--- config.mk ---
export PLATFORM = sky130hd
export DESIGN_NAME = aarm_cordic
export DESIGN_NICKNAME = d
export VERILOG_FILES = /design/src/hw/rtl/axis_angle_rotation_matrix_top_assert.svh /design/src/hw/rtl/aarm_pkg.sv /design/src/hw/rtl/aarm_cordic.sv
export SDC_FILE = /design/constraint.sdc
export NUM_CORES = 2
export LEC_CHECK = 0
export BUFFER_PORTS_ARGS = -buffer_cell sky130_fd_sc_hd__buf_2
export CORE_ASPECT_RATIO = 0.8
export CORE_UTILIZATION = 40
export CTS_CLUSTER_SIZE = 14
export DETAILED_ROUTE_END_ITERATION = 8
export GPL_ROUTABILITY_DRIVEN = 0
export SYNTH_ARGS = -nofsm -noshare
export SYNTH_HDL_FRONTEND = slang
export SYNTH_SLANG_ARGS = --single-unit
--- constraint.sdc ---
create_clock -name i_clk -period 5.7 [get_ports i_clk]
set_input_delay 1.425 -clock i_clk [delete_from_list [all_inputs] [get_ports i_clk]]
set_output_delay 1.425 -clock i_clk [all_outputs]
set_load 0.02 [all_outputs]
--- src/hw/rtl/axis_angle_rotation_matrix_top_assert.svh ---
// ============================================================================
// axis_angle_rotation_matrix_top_assert.svh
// assertion macros for the rotation matrix rtl, used by aarm_skid
// ============================================================================
`ifndef AXIS_ANGLE_ROTATION_MATRIX_TOP_ASSERT_SVH
`define AXIS_ANGLE_ROTATION_MATRIX_TOP_ASSERT_SVH

// same-cycle implication, checked outside reset
`define AARM_ASSERT_IMPL(label, clk, rst_n, ante, cons, msg) \
    label: assert property (@(posedge clk) disable iff (!rst_n) (ante) |-> (cons)) \
        else $error(msg);

// next-cycle implication, checked outside reset
`define AARM_ASSERT_NEXT(label, clk, rst_n, ante, cons, msg) \
    label: assert property (@(posedge clk) disable iff (!rst_n) (ante) |=> (cons)) \
        else $error(msg);

`endif

--- src/hw/rtl/aarm_pkg.sv ---
// ============================================================================
// aarm_pkg
// widths, constants and shared types of the axis-angle rotation matrix
// ============================================================================
package aarm_pkg;

    localparam int CORDIC_STEPS = 16;
    localparam int FRAC_BITS    = 14;
    localparam int ATAN_LEN     = 24;
    localparam int N_STEPS      = (CORDIC_STEPS < ATAN_LEN) ? CORDIC_STEPS : ATAN_LEN;

    // field widths
    localparam int AXIS_W     = 16;
    localparam int ANG_W      = 16;
    localparam int MAT_W      = 16;
    localparam int IN_DATA_W  = 3 * AXIS_W + ANG_W;
    localparam int MAT_DATA_W = 9 * MAT_W;

    // q3.13 angle to q2.30
    localparam int ANG_SHIFT = 17;

    // internal widths
    localparam int Z_W     = 34;
    localparam int X_W     = 33;
    localparam int OMC_W   = 34;
    localparam int P_W     = 2 * AXIS_W;
    localparam int OL_W    = 17;
    localparam int OH_W    = OMC_W - OL_W;
    localparam int HI_W    = P_W + OH_W;
    localparam int LO_W    = P_W + OL_W + 1;
    localparam int SIDE_W  = AXIS_W + X_W;
    localparam int PROD_W  = 64;
    localparam int T_W     = PROD_W - FRAC_BITS;
    localparam int CD_W    = X_W + FRAC_BITS;
    localparam int ACC_W   = ((T_W > CD_W) ? T_W : CD_W) + 2;
    localparam int RND_SHIFT = 30;
    localparam int R_W     = ACC_W - RND_SHIFT;

    localparam logic signed [X_W-1:0]   GAIN_Q30    = 33'sd652032874;
    localparam logic signed [OMC_W-1:0] ONE_Q30     = 34'sd1073741824;
    localparam logic signed [Z_W-1:0]   PI_Q30      = 34'sd3373259426;
    localparam logic signed [Z_W-1:0]   HALF_PI_Q30 = 34'sd1686629713;

    localparam logic signed [ACC_W-1:0] ROUND_HALF = ACC_W'(1) <<< (RND_SHIFT - 1);
    localparam logic signed [R_W-1:0]   SAT_HI     = R_W'(32'sd32767);
    localparam logic signed [R_W-1:0]   SAT_LO     = R_W'(-32'sd32768);

    // arctan(2^-i) in q2.30, rounded to nearest
    localparam logic signed [Z_W-1:0] ATAN_Q30 [ATAN_LEN] = '{
        34'sd843314857, 34'sd497837830, 34'sd263043837, 34'sd133525159,
        34'sd67021687,  34'sd33543516,  34'sd16775851,  34'sd8388437,
        34'sd4194283,   34'sd2097149,   34'sd1048576,   34'sd524288,
        34'sd262144,    34'sd131072,    34'sd65536,     34'sd32768,
        34'sd16384,     34'sd8192,      34'sd4096,      34'sd2048,
        34'sd1024,      34'sd512,       34'sd256,       34'sd128
    };

    // cordic result travelling to the matrix stages
    typedef struct packed {
        logic                     valid;
        logic                     neg;
        logic signed [X_W-1:0]    x;
        logic signed [X_W-1:0]    y;
        logic signed [AXIS_W-1:0] ux;
        logic signed [AXIS_W-1:0] uy;
        logic signed [AXIS_W-1:0] uz;
    } t_rot;

    // finished matrix entering the output buffer, m0 in the low bits
    typedef struct packed {
        logic                  valid;
        logic [MAT_DATA_W-1:0] data;
    } t_res;

    // round half up at bit 30 and clamp to a 16-bit entry
    function automatic logic [MAT_W-1:0] rnd_sat(input logic signed [ACC_W-1:0] acc);
        logic signed [ACC_W-1:0] a;
        logic signed [R_W-1:0]   r;
        logic [MAT_W-1:0]        q;
        a = acc + ROUND_HALF;
        r = a[ACC_W-1:RND_SHIFT];
        if (r > SAT_HI) begin
            q = SAT_HI[MAT_W-1:0];
        end else if (r < SAT_LO) begin
            q = SAT_LO[MAT_W-1:0];
        end else begin
            q = r[MAT_W-1:0];
        end
        return q;
    endfunction

endpackage

--- src/hw/rtl/aarm_cordic.sv ---
// ============================================================================
// aarm_cordic
// quadrant fold and one cordic micro-rotation per pipeline stage
// ============================================================================
module aarm_cordic (
    input  logic                          i_clk,
    input  logic                          i_rst_n,
    input  logic                          i_adv,
    input  logic                          i_valid,
    input  logic signed [aarm_pkg::AXIS_W-1:0] i_ux,
    input  logic signed [aarm_pkg::AXIS_W-1:0] i_uy,
    input  logic signed [aarm_pkg::AXIS_W-1:0] i_uz,
    input  logic signed [aarm_pkg::ANG_W-1:0]  i_angle,
    output aarm_pkg::t_rot                o_rot
);
    import aarm_pkg::*;

    logic                     r_v   [0:N_STEPS];
    logic                     r_neg [0:N_STEPS];
    logic signed [X_W-1:0]    r_x   [0:N_STEPS];
    logic signed [X_W-1:0]    r_y   [0:N_STEPS];
    logic signed [Z_W-1:0]    r_z   [0:N_STEPS];
    logic signed [AXIS_W-1:0] r_ux  [0:N_STEPS];
    logic signed [AXIS_W-1:0] r_uy  [0:N_STEPS];
    logic signed [AXIS_W-1:0] r_uz  [0:N_STEPS];

    logic signed [Z_W-1:0] w_ang;
    logic signed [Z_W-1:0] n_z0;
    logic                  n_neg0;

    assign w_ang = $signed({i_angle[ANG_W-1], i_angle, {ANG_SHIFT{1'b0}}});

    // fold into +/- pi/2, cos and sin get negated at the end
    always_comb begin
        n_z0   = w_ang;
        n_neg0 = 1'b0;
        if (w_ang > HALF_PI_Q30) begin
            n_z0   = w_ang - PI_Q30;
            n_neg0 = 1'b1;
        end else if (w_ang < -HALF_PI_Q30) begin
            n_z0   = w_ang + PI_Q30;
            n_neg0 = 1'b1;
        end
    end

    always_ff @(posedge i_clk) begin
        if (!i_rst_n) begin
            r_v[0] <= 1'b0;
        end else if (i_adv) begin
            r_v[0] <= i_valid;
        end
    end

    always_ff @(posedge i_clk) begin
        if (i_adv) begin
            r_neg[0] <= n_neg0;
            r_x[0]   <= GAIN_Q30;
            r_y[0]   <= '0;
            r_z[0]   <= n_z0;
            r_ux[0]  <= i_ux;
            r_uy[0]  <= i_uy;
            r_uz[0]  <= i_uz;
        end
    end

    for (genvar i = 0; i < N_STEPS; i++) begin : g_step
        logic signed [X_W-1:0] w_dx;
        logic signed [X_W-1:0] w_dy;

        assign w_dx = r_y[i] >>> i;
        assign w_dy = r_x[i] >>> i;

        always_ff @(posedge i_clk) begin
            if (!i_rst_n) begin
                r_v[i+1] <= 1'b0;
            end else if (i_adv) begin
                r_v[i+1] <= r_v[i];
            end
        end

        always_ff @(posedge i_clk) begin
            if (i_adv) begin
                if (!r_z[i][Z_W-1]) begin
                    r_x[i+1] <= r_x[i] - w_dx;
                    r_y[i+1] <= r_y[i] + w_dy;
                    r_z[i+1] <= r_z[i] - ATAN_Q30[i];
                end else begin
                    r_x[i+1] <= r_x[i] + w_dx;
                    r_y[i+1] <= r_y[i] - w_dy;
                    r_z[i+1] <= r_z[i] + ATAN_Q30[i];
                end
                r_neg[i+1] <= r_neg[i];
                r_ux[i+1]  <= r_ux[i];
                r_uy[i+1]  <= r_uy[i];
                r_uz[i+1]  <= r_uz[i];
            end
        end
    end

    assign o_rot.valid = r_v[N_STEPS];
    assign o_rot.neg   = r_neg[N_STEPS];
    assign o_rot.x     = r_x[N_STEPS];
    assign o_rot.y     = r_y[N_STEPS];
    assign o_rot.ux    = r_ux[N_STEPS];
    assign o_rot.uy    = r_uy[N_STEPS];
    assign o_rot.uz    = r_uz[N_STEPS];

endmodule

# Yosys cells after proc, flatten, opt, wreduce, memory -nomap -nowiden
# Memory sizes are Yosys's and may differ from the RTL's.
# Index checks and enable logic that the tools add are counted.
[word_totals]
register_bits = 0
in_bits = 68
wordCells = 342
n_memories = 8
ramBits = 2550
out_inout_bits = 116
[memory_table]
columns = ["memory", "depth", "width", "read_ports", "rd_ports_with_merged_regs", "wr", "line", "text"]
rows = [
  ["r_z", 17, 34, 16, 0, 17, "aarm_cordic.sv:22", "logic signed [Z_W-1:0] r_z [0:N_STEPS];"],
  ["r_x", 17, 33, 17, 0, 17, "aarm_cordic.sv:20", "logic signed [X_W-1:0] r_x [0:N_STEPS];"],
  ["r_y", 17, 33, 17, 0, 17, "aarm_cordic.sv:21", "logic signed [X_W-1:0] r_y [0:N_STEPS];"],
  ["r_ux", 17, 16, 17, 0, 17, "aarm_cordic.sv:23", "logic signed [AXIS_W-1:0] r_ux [0:N_STEPS];"],
  ["r_uy", 17, 16, 17, 0, 17, "aarm_cordic.sv:24", "logic signed [AXIS_W-1:0] r_uy [0:N_STEPS];"],
  ["r_uz", 17, 16, 17, 0, 17, "aarm_cordic.sv:25", "logic signed [AXIS_W-1:0] r_uz [0:N_STEPS];"],
  ["2 more memories", "--", "--", "--", "--", "--", "--", ""],
]
[classes]
muxes = 170
bitwise = 65
add_sub_neg = 97
order_cmp = 2
[op_table]
columns = ["op", "count"]
rows = [
  ["two-way mux 33 bit", 32],
  ["two-way mux 34 bit", 18],
  ["two-way mux 1 bit", 120],
  ["adder 34 x 22 -> 34 bit, second input constant", 2],
  ["subtractor 34 x 22 -> 34 bit, second input constant", 2],
  ["adder 33 x 18 -> 33 bit", 2],
  ["adder 33 x 19 -> 33 bit", 2],
  ["adder 33 x 20 -> 33 bit", 2],
  ["adder 33 x 21 -> 33 bit", 2],
  ["adder 33 x 22 -> 33 bit", 2],
  ["adder 33 x 23 -> 33 bit", 2],
  ["adder 33 x 24 -> 33 bit", 2],
  ["adder 33 x 25 -> 33 bit", 2],
  ["adder 33 x 26 -> 33 bit", 2],
  ["adder 33 x 27 -> 33 bit", 2],
  ["adder 33 x 28 -> 33 bit", 2],
  ["adder 33 x 29 -> 33 bit", 2],
  ["adder 33 x 30 -> 33 bit", 2],
  ["adder 33 x 31 -> 33 bit", 2],
  ["adder 33 x 32 -> 33 bit", 2],
  ["subtractor 33 x 18 -> 33 bit", 2],
  ["subtractor 33 x 19 -> 33 bit", 2],
  ["subtractor 33 x 20 -> 33 bit", 2],
  ["subtractor 33 x 21 -> 33 bit", 2],
  ["other kinds (46)", 122],
]

# Logic depth before layout (Yosys ltp)
# An unclocked memory read counts as a cell.
[logic_depth]
word_depth = 5
depth_mapped = 20
ltp_nobuf = 20

# Worst setup path after synthesis
# No wires, ideal clock.
[synth_timing]
path_kind = "input port to flip-flop"
startpoint = "in i_adv"
endpoint = "mem r_y[4][32], data pin"
t_required_ns = 5.440
path_slack_ns = -0.434
cell_stages = 19
arrival_time_ns = 5.874
n_path_buf = 4
setup_time_ns = 0.260
path_cell_list = "clkbuf_1 > clkbuf_1 > nand2_1 > inv_1 > clkbuf_1 > buf_1 > nor2_1 > xnor2_1 > ha_1 > a21o_1 > a21boi_1 > o21ai_0 > a2111oi_0 > o31a_1 > a211o_1 > nand4_1 > or3b_2 > a31oi_1 > xnor2_1"
[synth_rtl]
columns = ["element", "line", "text"]
rows = [
  ["from (decl)", "aarm_cordic.sv:8", "input logic i_adv,"],
  ["to (decl)", "aarm_cordic.sv:21", ""],
]

==> out/metrics.cfg <==
[cts]
cts_resized = 0
cts_root_buffer = clkbuf_16
cts_setup_buffers = 0
clock_latency_ns = 0.95
cts_sinks = 2223
cts_tree = done
htreeDepth = 4
clockBufferDepth = 4
cts_buffers = 239
path_clk_slew_ns = 0.06
hold_buffers = 0

[yosys]
synth_cell_types = 99
yosysTopAreaCellShare = 0.467
yosys.area.top_type = edfxtp_1
synth_ff_type = edfxtp_1
synth_area_sq_um = 143000
synth.top_cells.by_area = edfxtp_1 (47%), ha_1 (12%), xnor2_1 (7.1%)
syn_inst = 13100
synth_fp_nets = 14500
yosys-top-cells-count = edfxtp_1 (2222), ha_1 (1327), a21oi_1 (1274)
synth_most_common_cell = edfxtp_1
synth-edff-count = 2222
seq_area_frac_synth = 0.468
async_reset_ff_frac = 0
yosys_warnings = 0
synth-seq-cells = 2223
syn_area_per_cell_sq_um = 10.9

[floorplan]
core_sq_um = 354000
row_count = 195
ios = 184
die_area_sq_um = 359000
die_h_um = 536
start_util = 0.403
fp.dieW_um = 670

[critical_path]
path_class = reg2reg
cp-start-kind = register
path_cells = or3_1, nor3b_1, nand3b_1, or3b_2, o31ai_1, xnor2_1, ha_1, and3_1, nand2_1, o41ai_1, a221o_1, a21o_1, a22oi_1, a21oi_1, a21o_1, a21oi_1, xnor2_1
arrival_ns = 5.84
critPathMaxFanout = 8
crit_required_ns = 6.34
slowest_stage = or3b_2
critPathMaxStageDelay_ns = 0.55
cp_top_family = simple AND/OR/NAND/NOR gates
path_buf_inv = 0
crit_path_end_kind = register

[min_path]
min_path_type = reg2reg

[global_routing]
grtUsageTotal = 0.180
grt_pass1_wl_mm = 525
antenna_found_initial = 14
grt_max_degree = 173
grt_pass1_vias = 94200
overflow = 0

[sta]
hold_viol_final = 0
finalMaxSlewViolations = 0
rsz0062_at_grt = no
clock_skew_ns = 0.0772
setup_slack_ns = 0.499
setup_viol = 0
post-route-period-util = 0.912
layout_min_cycle_time_ns = 5.20
worst_pin_slew_ns = 1.05
max-slew-margin-rel = 0.292
fmax_mhz = 192

[route]
postRouteAntennaNets = 0
num_vias = 100000
drt_wl_total_mm = 332
drt_iter0_drc = 8085
drcViolationCount = 0
drtPass1Iterations = 6
wl_per_cell_um = 17.8
avgViaCountPerCell = 5.37

[placement]
dpl_worst_slack_ns = -0.107
hpwl_mm = 255
portBuffers = 183

[finish]
drive_gt1_frac = 0.0870
layout.nets = 15200
syn2layout_area_growth_pct = 12.5

[job]
max_cap_violations = 0

[outcome]
status = finished, final reports clean

-- state kept, by name, indices dropped and copies added, names as in the netlist --
| name | cells |
|---|---|
| r_y | 496 |
| r_x | 470 |
| r_z | 408 |
| r_ux | 272 |
| r_uy | 272 |
| r_uz | 272 |
| r_v | 17 |
| r_neg | 16 |
-- cells in the final DEF (no fill, tap or decap), types with 48 or more instances in the layout --
cell,count
nand4_1,76
nor4_1,96
nand2_1,677
nand2b_1,176
nor2_1,905
and2_1,57
nor2b_1,172
o21ai_0,612
a21oi_1,1274
edfxtp_1,2222
o21bai_1,179
o31ai_1,132
a31oi_1,128
o211ai_1,64
nand3_1,234
or3_1,84
mux2i_1,83
ha_1,1327
buf_4,490
o41ai_1,48
or2_2,49
and3_1,153
inv_1,511
a211oi_1,121
xor2_1,599
o21a_1,188
nor3_1,276
buf_2,182
xnor2_1,1149
clkbuf_16,242
a21o_1,508
-- per-stage QoR --
step | cells | utilization | area [sq um] | hold WS [ns] | setup TNS (ns)
4_1_cts | 18700 | 0.454 | 161000 | 0.397 | 0
3_3_place_gp | 18200 | 0.431 | 152000 | 0.400 | -0.264
6_report | 18700 | 0.454 | 161000 | 0.405 | 0
3_5_place_dp | 18200 | 0.431 | 152000 | 0.405 | -0.558
2_1_floorplan | 13100 | - | 143000 | 0.400 | 0
5_1_grt | 18700 | 0.454 | 161000 | 0.395 | 0
-- worst paths after layout --
check | start | end | slack (ns) | cells after the start
worst min-delay path | r_ux[0][151]$_DFFE_PP_ | r_ux[0][167]$_DFFE_PP_ | 0.40 | 0
worst min register to register | r_ux[0][151]$_DFFE_PP_ | r_ux[0][167]$_DFFE_PP_ | 0.40 | 0
worst max-delay path | r_y[8][10]$_DFFE_PP_ | r_x[9][30]$_DFFE_PP_ | 0.50 | 17
worst max register to register | r_y[8][10]$_DFFE_PP_ | r_x[9][30]$_DFFE_PP_ | 0.50 | 17
-- logic make-up after synthesis --
family,Yosys count,synth area share
DFF,2223,0.468
AOI/OAI and AO/OA,3707,0.165
and+or+nand+nor,3131,0.107
adders and majority gates,1371,0.122
xor gates and xnor gates,1749,0.107
muxes,118,0.00858
buffers and inverters,771,0.0216
-- cell type report --
type	instances	area, sq um
Antenna cell	9	22.5
Clock buffer	272	6170
Clock inverter	165	1920
Fill cell	32800	193000
Inverter	523	1960
Multi-Input combinational cell	10100	72900
Sequential cell	2223	66700
Tap cell	4728	5920
Timing Repair Buffer	690	4950
-- per-layer routing --
metal	track usage	up-vias	wire (um)
met3	0.0275	465	19400
met4	0.0474	8	8430
li1	-	50400	-
met1	0.271	47100	167000
met5	0	-	53
met2	0.267	2320	137000
Power is left out: the tool's default activity adds up to more than one toggle a clock period on the data nets, which glitch-free logic cannot reach.
