File: src/hw/rtl/axis_angle_rotation_matrix_top_assert.svh
// ============================================================================
// axis_angle_rotation_matrix_top_assert.svh
// assertion macros for the rotation matrix rtl, used by aarm_skid
// ============================================================================
`ifndef AXIS_ANGLE_ROTATION_MATRIX_TOP_ASSERT_SVH
`define AXIS_ANGLE_ROTATION_MATRIX_TOP_ASSERT_SVH

// same-cycle implication, checked outside reset
`define AARM_ASSERT_IMPL(label, clk, rst_n, ante, cons, msg) \
    label: assert property (@(posedge clk) disable iff (!rst_n) (ante) |-> (cons)) \
        else $error(msg);

// next-cycle implication, checked outside reset
`define AARM_ASSERT_NEXT(label, clk, rst_n, ante, cons, msg) \
    label: assert property (@(posedge clk) disable iff (!rst_n) (ante) |=> (cons)) \
        else $error(msg);

`endif

File: src/hw/rtl/aarm_pkg.sv
// ============================================================================
// aarm_pkg
// widths, constants and shared types of the axis-angle rotation matrix
// ============================================================================
package aarm_pkg;

    localparam int CORDIC_STEPS = 16;
    localparam int FRAC_BITS    = 14;
    localparam int ATAN_LEN     = 24;
    localparam int N_STEPS      = (CORDIC_STEPS < ATAN_LEN) ? CORDIC_STEPS : ATAN_LEN;

    // field widths
    localparam int AXIS_W     = 16;
    localparam int ANG_W      = 16;
    localparam int MAT_W      = 16;
    localparam int IN_DATA_W  = 3 * AXIS_W + ANG_W;
    localparam int MAT_DATA_W = 9 * MAT_W;

    // q3.13 angle to q2.30
    localparam int ANG_SHIFT = 17;

    // internal widths
    localparam int Z_W     = 34;
    localparam int X_W     = 33;
    localparam int OMC_W   = 34;
    localparam int P_W     = 2 * AXIS_W;
    localparam int OL_W    = 17;
    localparam int OH_W    = OMC_W - OL_W;
    localparam int HI_W    = P_W + OH_W;
    localparam int LO_W    = P_W + OL_W + 1;
    localparam int SIDE_W  = AXIS_W + X_W;
    localparam int PROD_W  = 64;
    localparam int T_W     = PROD_W - FRAC_BITS;
    localparam int CD_W    = X_W + FRAC_BITS;
    localparam int ACC_W   = ((T_W > CD_W) ? T_W : CD_W) + 2;
    localparam int RND_SHIFT = 30;
    localparam int R_W     = ACC_W - RND_SHIFT;

    localparam logic signed [X_W-1:0]   GAIN_Q30    = 33'sd652032874;
    localparam logic signed [OMC_W-1:0] ONE_Q30     = 34'sd1073741824;
    localparam logic signed [Z_W-1:0]   PI_Q30      = 34'sd3373259426;
    localparam logic signed [Z_W-1:0]   HALF_PI_Q30 = 34'sd1686629713;

    localparam logic signed [ACC_W-1:0] ROUND_HALF = ACC_W'(1) <<< (RND_SHIFT - 1);
    localparam logic signed [R_W-1:0]   SAT_HI     = R_W'(32'sd32767);
    localparam logic signed [R_W-1:0]   SAT_LO     = R_W'(-32'sd32768);

    // arctan(2^-i) in q2.30, rounded to nearest
    localparam logic signed [Z_W-1:0] ATAN_Q30 [ATAN_LEN] = '{
        34'sd843314857, 34'sd497837830, 34'sd263043837, 34'sd133525159,
        34'sd67021687,  34'sd33543516,  34'sd16775851,  34'sd8388437,
        34'sd4194283,   34'sd2097149,   34'sd1048576,   34'sd524288,
        34'sd262144,    34'sd131072,    34'sd65536,     34'sd32768,
        34'sd16384,     34'sd8192,      34'sd4096,      34'sd2048,
        34'sd1024,      34'sd512,       34'sd256,       34'sd128
    };

    // cordic result travelling to the matrix stages
    typedef struct packed {
        logic                     valid;
        logic                     neg;
        logic signed [X_W-1:0]    x;
        logic signed [X_W-1:0]    y;
        logic signed [AXIS_W-1:0] ux;
        logic signed [AXIS_W-1:0] uy;
        logic signed [AXIS_W-1:0] uz;
    } t_rot;

    // finished matrix entering the output buffer, m0 in the low bits
    typedef struct packed {
        logic                  valid;
        logic [MAT_DATA_W-1:0] data;
    } t_res;

    // round half up at bit 30 and clamp to a 16-bit entry
    function automatic logic [MAT_W-1:0] rnd_sat(input logic signed [ACC_W-1:0] acc);
        logic signed [ACC_W-1:0] a;
        logic signed [R_W-1:0]   r;
        logic [MAT_W-1:0]        q;
        a = acc + ROUND_HALF;
        r = a[ACC_W-1:RND_SHIFT];
        if (r > SAT_HI) begin
            q = SAT_HI[MAT_W-1:0];
        end else if (r < SAT_LO) begin
            q = SAT_LO[MAT_W-1:0];
        end else begin
            q = r[MAT_W-1:0];
        end
        return q;
    endfunction

endpackage

File: src/hw/rtl/aarm_skid.sv
// ============================================================================
// aarm_skid
// output register with one skid entry, frees the pipeline from the sink
// ============================================================================
`include "axis_angle_rotation_matrix_top_assert.svh"

module aarm_skid (
    input  logic                              i_clk,
    input  logic                              i_rst_n,
    input  aarm_pkg::t_res                    i_res,
    output logic                              o_ready,
    output logic                              o_m_axis_tvalid,
    input  logic                              i_m_axis_tready,
    output logic [aarm_pkg::MAT_DATA_W-1:0]   o_m_axis_tdata
);
    import aarm_pkg::*;

    logic                  r_out_valid;
    logic [MAT_DATA_W-1:0] r_out_data;
    logic                  r_skid_valid;
    logic [MAT_DATA_W-1:0] r_skid_data;
    logic                  w_load;

    // output register can take a new value this cycle
    assign w_load  = !r_out_valid || i_m_axis_tready;
    assign o_ready = !r_skid_valid;

    always_ff @(posedge i_clk) begin
        if (!i_rst_n) begin
            r_out_valid  <= 1'b0;
            r_skid_valid <= 1'b0;
        end else if (w_load) begin
            if (r_skid_valid) begin
                r_out_valid  <= 1'b1;
                r_skid_valid <= 1'b0;
            end else begin
                r_out_valid <= i_res.valid;
            end
        end else if (i_res.valid && !r_skid_valid) begin
            r_skid_valid <= 1'b1;
        end
    end

    always_ff @(posedge i_clk) begin
        if (w_load) begin
            r_out_data <= r_skid_valid ? r_skid_data : i_res.data;
        end else if (!r_skid_valid) begin
            r_skid_data <= i_res.data;
        end
    end

    assign o_m_axis_tvalid = r_out_valid;
    assign o_m_axis_tdata  = r_out_data;

    `AARM_ASSERT_IMPL(a_skid_behind_out, i_clk, i_rst_n, r_skid_valid, r_out_valid, "skid entry held while output register empty")
    `AARM_ASSERT_NEXT(a_skid_drains, i_clk, i_rst_n, r_skid_valid && i_m_axis_tready, r_out_valid && !r_skid_valid && (r_out_data == $past(r_skid_data)), "skid entry not moved to output")
    `AARM_ASSERT_NEXT(a_skid_catches, i_clk, i_rst_n, i_res.valid && o_ready && r_out_valid && !i_m_axis_tready, r_skid_valid && (r_skid_data == $past(i_res.data)), "result lost while output stalled")

endmodule

File: config.mk
export PLATFORM = sky130hd
export DESIGN_NAME = aarm_skid
export DESIGN_NICKNAME = d
export VERILOG_FILES = /design/src/hw/rtl/aarm_pkg.sv /design/src/hw/rtl/aarm_skid.sv
export VERILOG_INCLUDE_DIRS = /design/src /design/src/hw/rtl
export SDC_FILE = /design/constraint.sdc
export NUM_CORES = 1
export LEC_CHECK = 0
export ABC_AREA = 0
export BUFFER_PORTS_ARGS = -buffer_cell sky130_fd_sc_hd__buf_4
export CAP_MARGIN = 20
export CORE_MARGIN = 3
export CORE_UTILIZATION = 47
export CTS_CLUSTER_SIZE = 14
export DETAILED_ROUTE_END_ITERATION = 7
export PLACE_DENSITY_LB_ADDON = 0.3
export SLEW_MARGIN = 20
export SYNTH_ARGS = -nofsm -noshare
export SYNTH_HDL_FRONTEND = slang
export SYNTH_SLANG_ARGS = --single-unit
File: constraint.sdc
create_clock -name i_clk -period 17.3 [get_ports i_clk]
set_input_delay 3.46 -clock i_clk [delete_from_list [all_inputs] [get_ports i_clk]]
set_output_delay 3.46 -clock i_clk [all_outputs]
set_load 0.02 [all_outputs]
## Word level (Yosys, flattened, before mapping)

Cells that the tools add are included.

| operators by class | value |
|---|---|
| $add $sub $neg | 0 |
| multiply operators | 0 |
| divide/modulo/power cells | 0 |
| magnitude comparators | 0 |
| equal/unequal tests | 0 |
| shifts and indexed selects | 0 |
| multiplexer cells | 2 |
| bitwise operators | 1 |
| reduce and logical (&&, ||, !) cells | 5 |

Operators with widths:

| kind | number |
|---|---|
| $mux W144 | 1 |
| $logic_not A1 Y1 | 2 |
| $reduce_or A2 Y1 | 1 |
| $logic_and A1 B1 Y1 | 1 |
| $logic_or A1 B1 Y1 | 1 |
| $mux W1 | 1 |
| $not A1 Y1 | 1 |

| storage, ports and cells | value |
|---|---|
| flip-flop bits (word level) | 290 |
| latch bits | 0 |
| RAM bits | 0 |
| memory bits (read-only) | 0 |
| input port bits | 148 |
| output and inout port bits | 146 |
| logic and storage cells | 12 |
| memories | 0 |

## Depth between registers and ports, before layout

Gate-level depths: netlist of run 1.

| depth | value |
|---|---|
| depth after elaboration | 3 |
| gate-level depth with buffers | 4 |
| mapped depth without buffers | 3 |

## Least setup slack after synthesis of run 1

No wires, ideal clock.

| path | value |
|---|---|
| path type | input to register |
| from | in i_m_axis_tready |
| to | reg r_out_data[0], in the netlist o_m_axis_tdata[0], enable pin |
| setup time | 550 ps |
| data arrival time | 17,513 ps |
| data required time | 16,750 ps |
| setup slack | -762 ps |
| cell stages on the path | 2 |
| path buffers | 0 |
| cells stage by stage | nor2b_1 inv_1 |

| between the ends | value |
|---|---|
| cells in the longest elaborated chain, start to end | 1 |

Ends and longest elaborated chain:

| element | RTL line | RTL |
|---|---|---|
| start, declared | aarm_skid.sv:13 | `input logic i_m_axis_tready,` |
| $logic_or A1 B1 Y1 | aarm_skid.sv:25 | `assign w_load = !r_out_valid \|\| i_m_axis_tready;` |
| net w_load | aarm_skid.sv:22 | `logic w_load;` |
| end signal, assigned | aarm_skid.sv:46 | `r_out_data <= r_skid_valid ? r_skid_data : i_res.data;` |
| end, declared | aarm_skid.sv:19 | `logic [MAT_DATA_W-1:0] r_out_data;` |

The timed path passes the listed nets, and every way through them passes these cells.
A chain may end at the register's enable or synchronous reset.

## Worst setup path after layout of run 1

| path | value |
|---|---|
| from | in i_m_axis_tready |
| to | reg r_out_data[113], in the netlist o_m_axis_tdata[113], enable pin |

The elaborated chain is that of the path after synthesis.

==> results.sh, run 1 <==
export IMPL_setup_viol=0
export IMPL_start_kind="primary input"
export IMPL_grt_overflow_total=0
export IMPL_wirelength_mm=21.06
export IMPL_mostFrequentLayoutCell="buf_4"
export IMPL_htree_levels=1
export IMPL_cts_max_path_buffers=3
export IMPL_status="finished clean"
export IMPL_tns_ps=0
export IMPL_detail_route_antenna_nets=0
export IMPL_period_share_pct=32.12
export IMPL_initial_core_util_pct=48.03
export IMPL_period_needed_ps=5556
export IMPL_worst_pin_slew_ps=1026
export IMPL_drv_slew=0
export IMPL_drt_iter0_markers=298
export IMPL_wl_met2_mm=10.79
export IMPL_cts_hold_buffers=0
export IMPL_path_class="primary input to flip-flop"
export IMPL_cts_tree="built"
export IMPL_critPathMaxFanout=146
export IMPL_p_per_area_mw_per_mm2=112.5
export IMPL_n_antenna_cell=0
export IMPL_grt_pass1_wl_mm=31.31
export IMPL_clkSinkCount=290
export IMPL_ff_latch_area_mm2=0.008692
export IMPL_power_leakage_nw=5.239
export IMPL_finalHoldViolCount=0
export IMPL_cts_setup_buffers=0
export IMPL_worstSetupEndpointType="flip-flop"
export IMPL_first_pass_iters=4
export IMPL_fin_ws_ps=11740
export IMPL_wire_per_inst_um=19.65
export IMPL_io_buffer_count=293
export IMPL_ys_seq_area_share_pct=82.63
export IMPL_multiInputGateArea_mm2=0.001653
export IMPL_root_buffer="clkbuf_16"
export IMPL_stdcell_count=1072
export IMPL_cts_repair_resized=0
export IMPL_dp_cells=1016
export IMPL_syn2layout_area_growth_pct=31.58
export IMPL_synth_nets=604
export IMPL_crit_path_max_incr_delay_ps=790
export IMPL_ir_drop_mv=0.09683
export IMPL_max_cap_viol_count=0
export IMPL_netlist_area_mm2=0.01052
export IMPL_drt_met1_wl_mm=7.557
export IMPL_vias_per_cell=4.986
export IMPL_pre_cts_slack_ps=11340
export IMPL_most_common_layout_cells="buf_4, edfxtp_1, mux2_2"
export IMPL_cp_slowest_cell="inv_6"
export IMPL_final_core_util_pct=63.20
export IMPL_cp_arrival_ps=5710
export IMPL_drive_gt1_share_pct=61.49
export IMPL_rsz0062_at_grt="false"
export IMPL_total_power_w=0.001556
export IMPL_grt_pass1_vias=5636
export IMPL_path_clk_slew_ps=60
export IMPL_synthCells=456
export IMPL_crit_top_cell="buf_4"
export IMPL_synth_avg_cell_area_um2=23.06
export IMPL_clk_latency_ps=540
export IMPL_ys_ff_latch=290
export IMPL_antenna_found_initial=0
export IMPL_std_cell_rows=54
export IMPL_place_gp_congestion=0.7768
export IMPL_fin_worst_skew_ps=13.14
export IMPL_dieArea_mm2=0.02420
export IMPL_drc=0
export IMPL_synth_area_top_cells="edfxtp_1, mux2_2, buf_6"
export IMPL_die_x_um=155.6
export IMPL_fillerInstances=1560
export IMPL_crit_path_cell_trace="buf_4 -> nor2b_4 -> buf_12 -> inv_6 -> buf_4"
export IMPL_grt_usage_pct=16.60
export IMPL_vias=5345
export IMPL_synth_warnings=0
export IMPL_highest_layer="met4"
export IMPL_nets=916
export IMPL_ios=294
export IMPL_cts_buffers=30
export IMPL_synth_largest_area_cell="edfxtp_1"
export IMPL_fmax_mhz=180.0
export IMPL_min_path_type="flip-flop to flip-flop"
export IMPL_relSlewSlack_pct=31.59
export IMPL_worstPathRequired_ps=17450
export IMPL_met3_length_mm=2.009
export IMPL_synth_distinct_cells=10
export IMPL_path_delay_family="buffers and inverters"
export IMPL_grt_max_degree=147
export IMPL_core_area_mm2=0.02189
export IMPL_dp_hpwl_mm=13.87
export IMPL_yosysTopAreaCellShare_pct=82.25
export IMPL_path_buf_inv=4
export IMPL_die_h_um=155.6
-- kinds of logic after synthesis --
kind of cell / Yosys count / synth area share, %
flip-flops: 290 / 82.63
multiplexers: 144 / 15.42
buffers and inverters: 18 / 1.725
AO/OA/AOI/OAI: 2 / 0.1309
AND/OR/NAND/NOR: 2 / 0.09520
-- cell type report --
class,instances,area share [%]
flip-flops and latches,290,62.82
repair buffers,296,16.18
multi-input cells,148,11.95
clock buffers,37,5.770
well taps,280,2.532
clock inverters,19,0.6602
inverters,2,0.09043
-- Yosys cell counts --
| cell type | count |
|---|---|
| o21ai_0 | 1 |
| nor2_1 | 1 |
| nor2b_1 | 1 |
| buf_6 | 15 |
| o31a_1 | 1 |
| dfxtp_1 | 2 |
| inv_1 | 2 |
| mux2_2 | 144 |
| buf_2 | 1 |
| edfxtp_1 | 288 |
-- registers in the layout (all words and copies together) (netlist names) --
name             cells
o_m_axis_tdata     144
o_m_axis_tvalid      1
r_skid_data        144
r_skid_valid         1
-- layer usage --
layer | track usage [%] | vias to the layer above
li1 | - | 2450
met1 | 19.47 | 2633
met2 | 28.74 | 217
met3 | 5.770 | 45
met4 | 5.586 | 0
met5 | 0 | -
-- per-stage QoR --
step / instance area (µm²) / hold WS (ps)
after CTS: 13830 / 566.2
final: 13840 / 562.4
after global routing: 13840 / 578.2
after floorplan: 10520 / 537.1
after detailed placement: 12940 / 551.7
after global placement: 12940 / 544.7
-- path summary, 6_finish.rpt --
kind	start	end	slack, ps	depth (start not counted)
worst max-delay path	i_m_axis_tready	o_m_axis_tdata[113]	11740	5
worst min register to register	r_skid_data[128]	o_m_axis_tdata[128]	560	1
worst min-delay path	r_skid_data[128]	o_m_axis_tdata[128]	560	1
worst max register to register	o_m_axis_tvalid	o_m_axis_tdata[113]	14360	4
-- worst reg2reg max path: cells and delay by family, from the launching register on --
kind | cells | cell delay (ps)
AND/OR/NAND/NOR | 1 | 130
buffers and inverters | 3 | 2070
flip-flops | 1 | 320
-- power breakdown --
group | leakage, nW | switching, W | internal, W
Sequential | 2.84 | 0.0000135 | 0.000821
Clock | 0.450 | 0.000248 | 0.000326
Combinational | 1.95 | 0.0000763 | 0.0000705
Total | 5.24 | 0.000338 | 0.00122
No activity file was read; power rests on OpenSTA's default activity.
==> run 2, diff against run 1 <==
==> constraint.sdc (replaced) <==
create_clock -name i_clk -period 4.9 [get_ports i_clk]
set_input_delay 0.98 -clock i_clk [delete_from_list [all_inputs] [get_ports i_clk]]
set_output_delay 0.98 -clock i_clk [all_outputs]
set_load 0.02 [all_outputs]
==> run 2 against run 1 <==
Clock power rose to 3.4 times the previous value. Non-clock buffer count up 1. Total power rose to 3.5 times the previous value. Combinational power grew to 3.5 times the previous value. Die area is the same. Wire length is 1.7% lower. Via count shrank 0.41%.
==> results.sh, run 2 (same netlist as run 1, synthesis figures left out) <==
export IMPL_relSlewSlack_pct=34.78
export IMPL_ios=294
export IMPL_drt_iter0_markers=243
export IMPL_root_buffer="clkbuf_16"
export IMPL_r2r_start="r_skid_valid"
export IMPL_internal_power_w=0.004276
export IMPL_min_path_type="flip-flop to flip-flop"
export IMPL_fmax_mhz=358.9
export IMPL_worstPathRequired_ps=3920
export IMPL_drc=0
export IMPL_die_h_um=155.6
export IMPL_pre_cts_slack_ps=2194
export IMPL_worst_pin_slew_ps=978.3
export IMPL_detail_route_antenna_nets=0
export IMPL_cts_repair_resized=0
export IMPL_combPwrFrac_pct=9.5
export IMPL_place_gp_congestion=0.7440
export IMPL_syn2layout_area_growth_pct=31.28
export IMPL_path_buf_inv=2
export IMPL_finalHoldViolCount=0
export IMPL_power_leakage_nw=5.208
export IMPL_grt_pass1_wl_mm=31.05
export IMPL_dp_hpwl_mm=13.87
export IMPL_wire_per_inst_um=19.42
export IMPL_switching_share_pct=21.19
export IMPL_vias=5323
export IMPL_io_buffer_count=293
export IMPL_core_area_mm2=0.02189
export IMPL_n_antenna_cell=0
export IMPL_cts_setup_buffers=0
export IMPL_ir_drop_mv=0.2844
export IMPL_p_switching_w=0.001150
export IMPL_cts_max_path_buffers=3
export IMPL_grt_max_degree=146
export IMPL_dieArea_mm2=0.02420
export IMPL_wirelength_mm=20.70
export IMPL_vias_per_cell=4.993
export IMPL_grt_overflow_total=0
export IMPL_rsz0062_at_grt="false"
export IMPL_htree_levels=1
export IMPL_power_frac_seq_pct=54.3
export IMPL_crit_path_cell_trace="inv_1 -> buf_4"
export IMPL_fin_worst_skew_ps=7.886
export IMPL_fillerInstances=1524
export IMPL_fin_ws_ps=2113
export IMPL_antenna_found_initial=0
export IMPL_cts_tree="built"
export IMPL_grt_usage_pct=16.28
export IMPL_hold_depth=1
export IMPL_cp_slowest_cell="dfxtp_4"
export IMPL_die_x_um=155.6
export IMPL_first_pass_iters=4
export IMPL_grt_pass1_vias=5505
export IMPL_start_kind="flip-flop"
export IMPL_placed_area_mm2=0.01296
export IMPL_path_class="flip-flop to primary output"
export IMPL_period_share_pct=56.87
export IMPL_cts_buffers=29
export IMPL_clk_latency_ps=520
export IMPL_r2r_cells=2
export IMPL_hold_end="r_skid_data[139]"
export IMPL_hold_path_startpoint="r_skid_data[139]"
export IMPL_path_delay_family="flip-flops"
export IMPL_period_needed_ps=2787
export IMPL_cp_arrival_ps=1810
export IMPL_total_power_w=0.005425
export IMPL_p_per_area_mw_per_mm2=393.0
export IMPL_clkPwrFrac_pct=36.2
export IMPL_max_cap_viol_count=0
export IMPL_crit_path_max_incr_delay_ps=940
export IMPL_std_cell_rows=54
export IMPL_hold_ws_ps=563.4
export IMPL_initial_core_util_pct=48.03
export IMPL_mostFrequentLayoutCell="buf_4"
export IMPL_regToRegSetupSlack_ps=2690
export IMPL_most_common_layout_cells="buf_4, edfxtp_1, mux2_2"
export IMPL_path_clk_slew_ps=50
export IMPL_cts_hold_buffers=0
export IMPL_worstSetupEndpointType="primary output"
export IMPL_reg2reg_to="o_m_axis_tdata[83]"
export IMPL_status="finished clean"
export IMPL_clkSinkCount=290
export IMPL_critPathMaxFanout=70
export IMPL_nets=916
export IMPL_drive_gt1_share_pct=61.20
export IMPL_stdcell_area_mm2=0.01380
export IMPL_setup_viol=0
export IMPL_drv_slew=0
[run 2: cell count changes in the layout (fill, tap and decap cells not counted), sizes merged]
cell      previous run  this run
clkinv              18        12
clkbuf              37        35
buf                296       297
bufinv               0         1
clkinvlp             0         1
inv                  3         2
[run 2: worst register-to-register path, cell delays in order, from the launching register on]
cell and delay (ps):
dfxtp_4 940, buf_12 490, mux2_2 530
[run 2: how the worst max path moves through the flow]
stage | startpoint | to | cells past startpoint
6_report | r_skid_valid | o_ready | 2
5_1_grt | r_skid_valid | o_ready | 2
4_1_cts | r_skid_valid | o_ready | 2
3_5_place_dp | i_m_axis_tready | o_m_axis_tdata[114] | 4
3_3_place_gp | i_m_axis_tready | o_m_axis_tdata[119] | 4
2_1_floorplan | i_m_axis_tready | o_m_axis_tdata[0] | 2
[run 2: area by class of cell]
type                    instances  area [µm²]  share of cell area (%)
repair buffers                297        2255                   16.33
multi-input cells             148        1653                   11.97
inverters                       2       12.51                 0.09064
flip-flops and latches        290        8692                   62.97
clock buffers                  35       748.2                   5.420
clock inverters                14       93.84                  0.6798
well taps                     280       350.3                   2.538
[run 2: per-stage QoR]
stage               utilization (%)  std cells  setup TNS (ps)
floorplan                         -        456         -334440
global placement              59.21       1017               0
detailed placement            59.21       1017               0
CTS                           63.06       1066               0
global route                  63.06       1066               0
finish                        63.06       1066               0
[run 2: power by group through the flow]
stage | logic (W) | registers, W | clock network, W
global placement | 0.000510 | 0.00299 | 0
detailed placement | 0.000525 | 0.00300 | 0
global route | 0.000550 | 0.00296 | 0.00213
finish | 0.000517 | 0.00295 | 0.00196
floorplan | 0.000126 | 0.00312 | 0
CTS | 0.000525 | 0.00295 | 0.00202
[run 2: metal layers]
metal | share of wire (%) | GRT usage (%) | vias to the layer above
li1 | - | - | 2442
met1 | 38 | 20.87 | 2613
met2 | 50 | 27.13 | 234
met3 | 10 | 5.298 | 34
met4 | 2.0 | 4.293 | 0
met5 | 0 | 0 | -
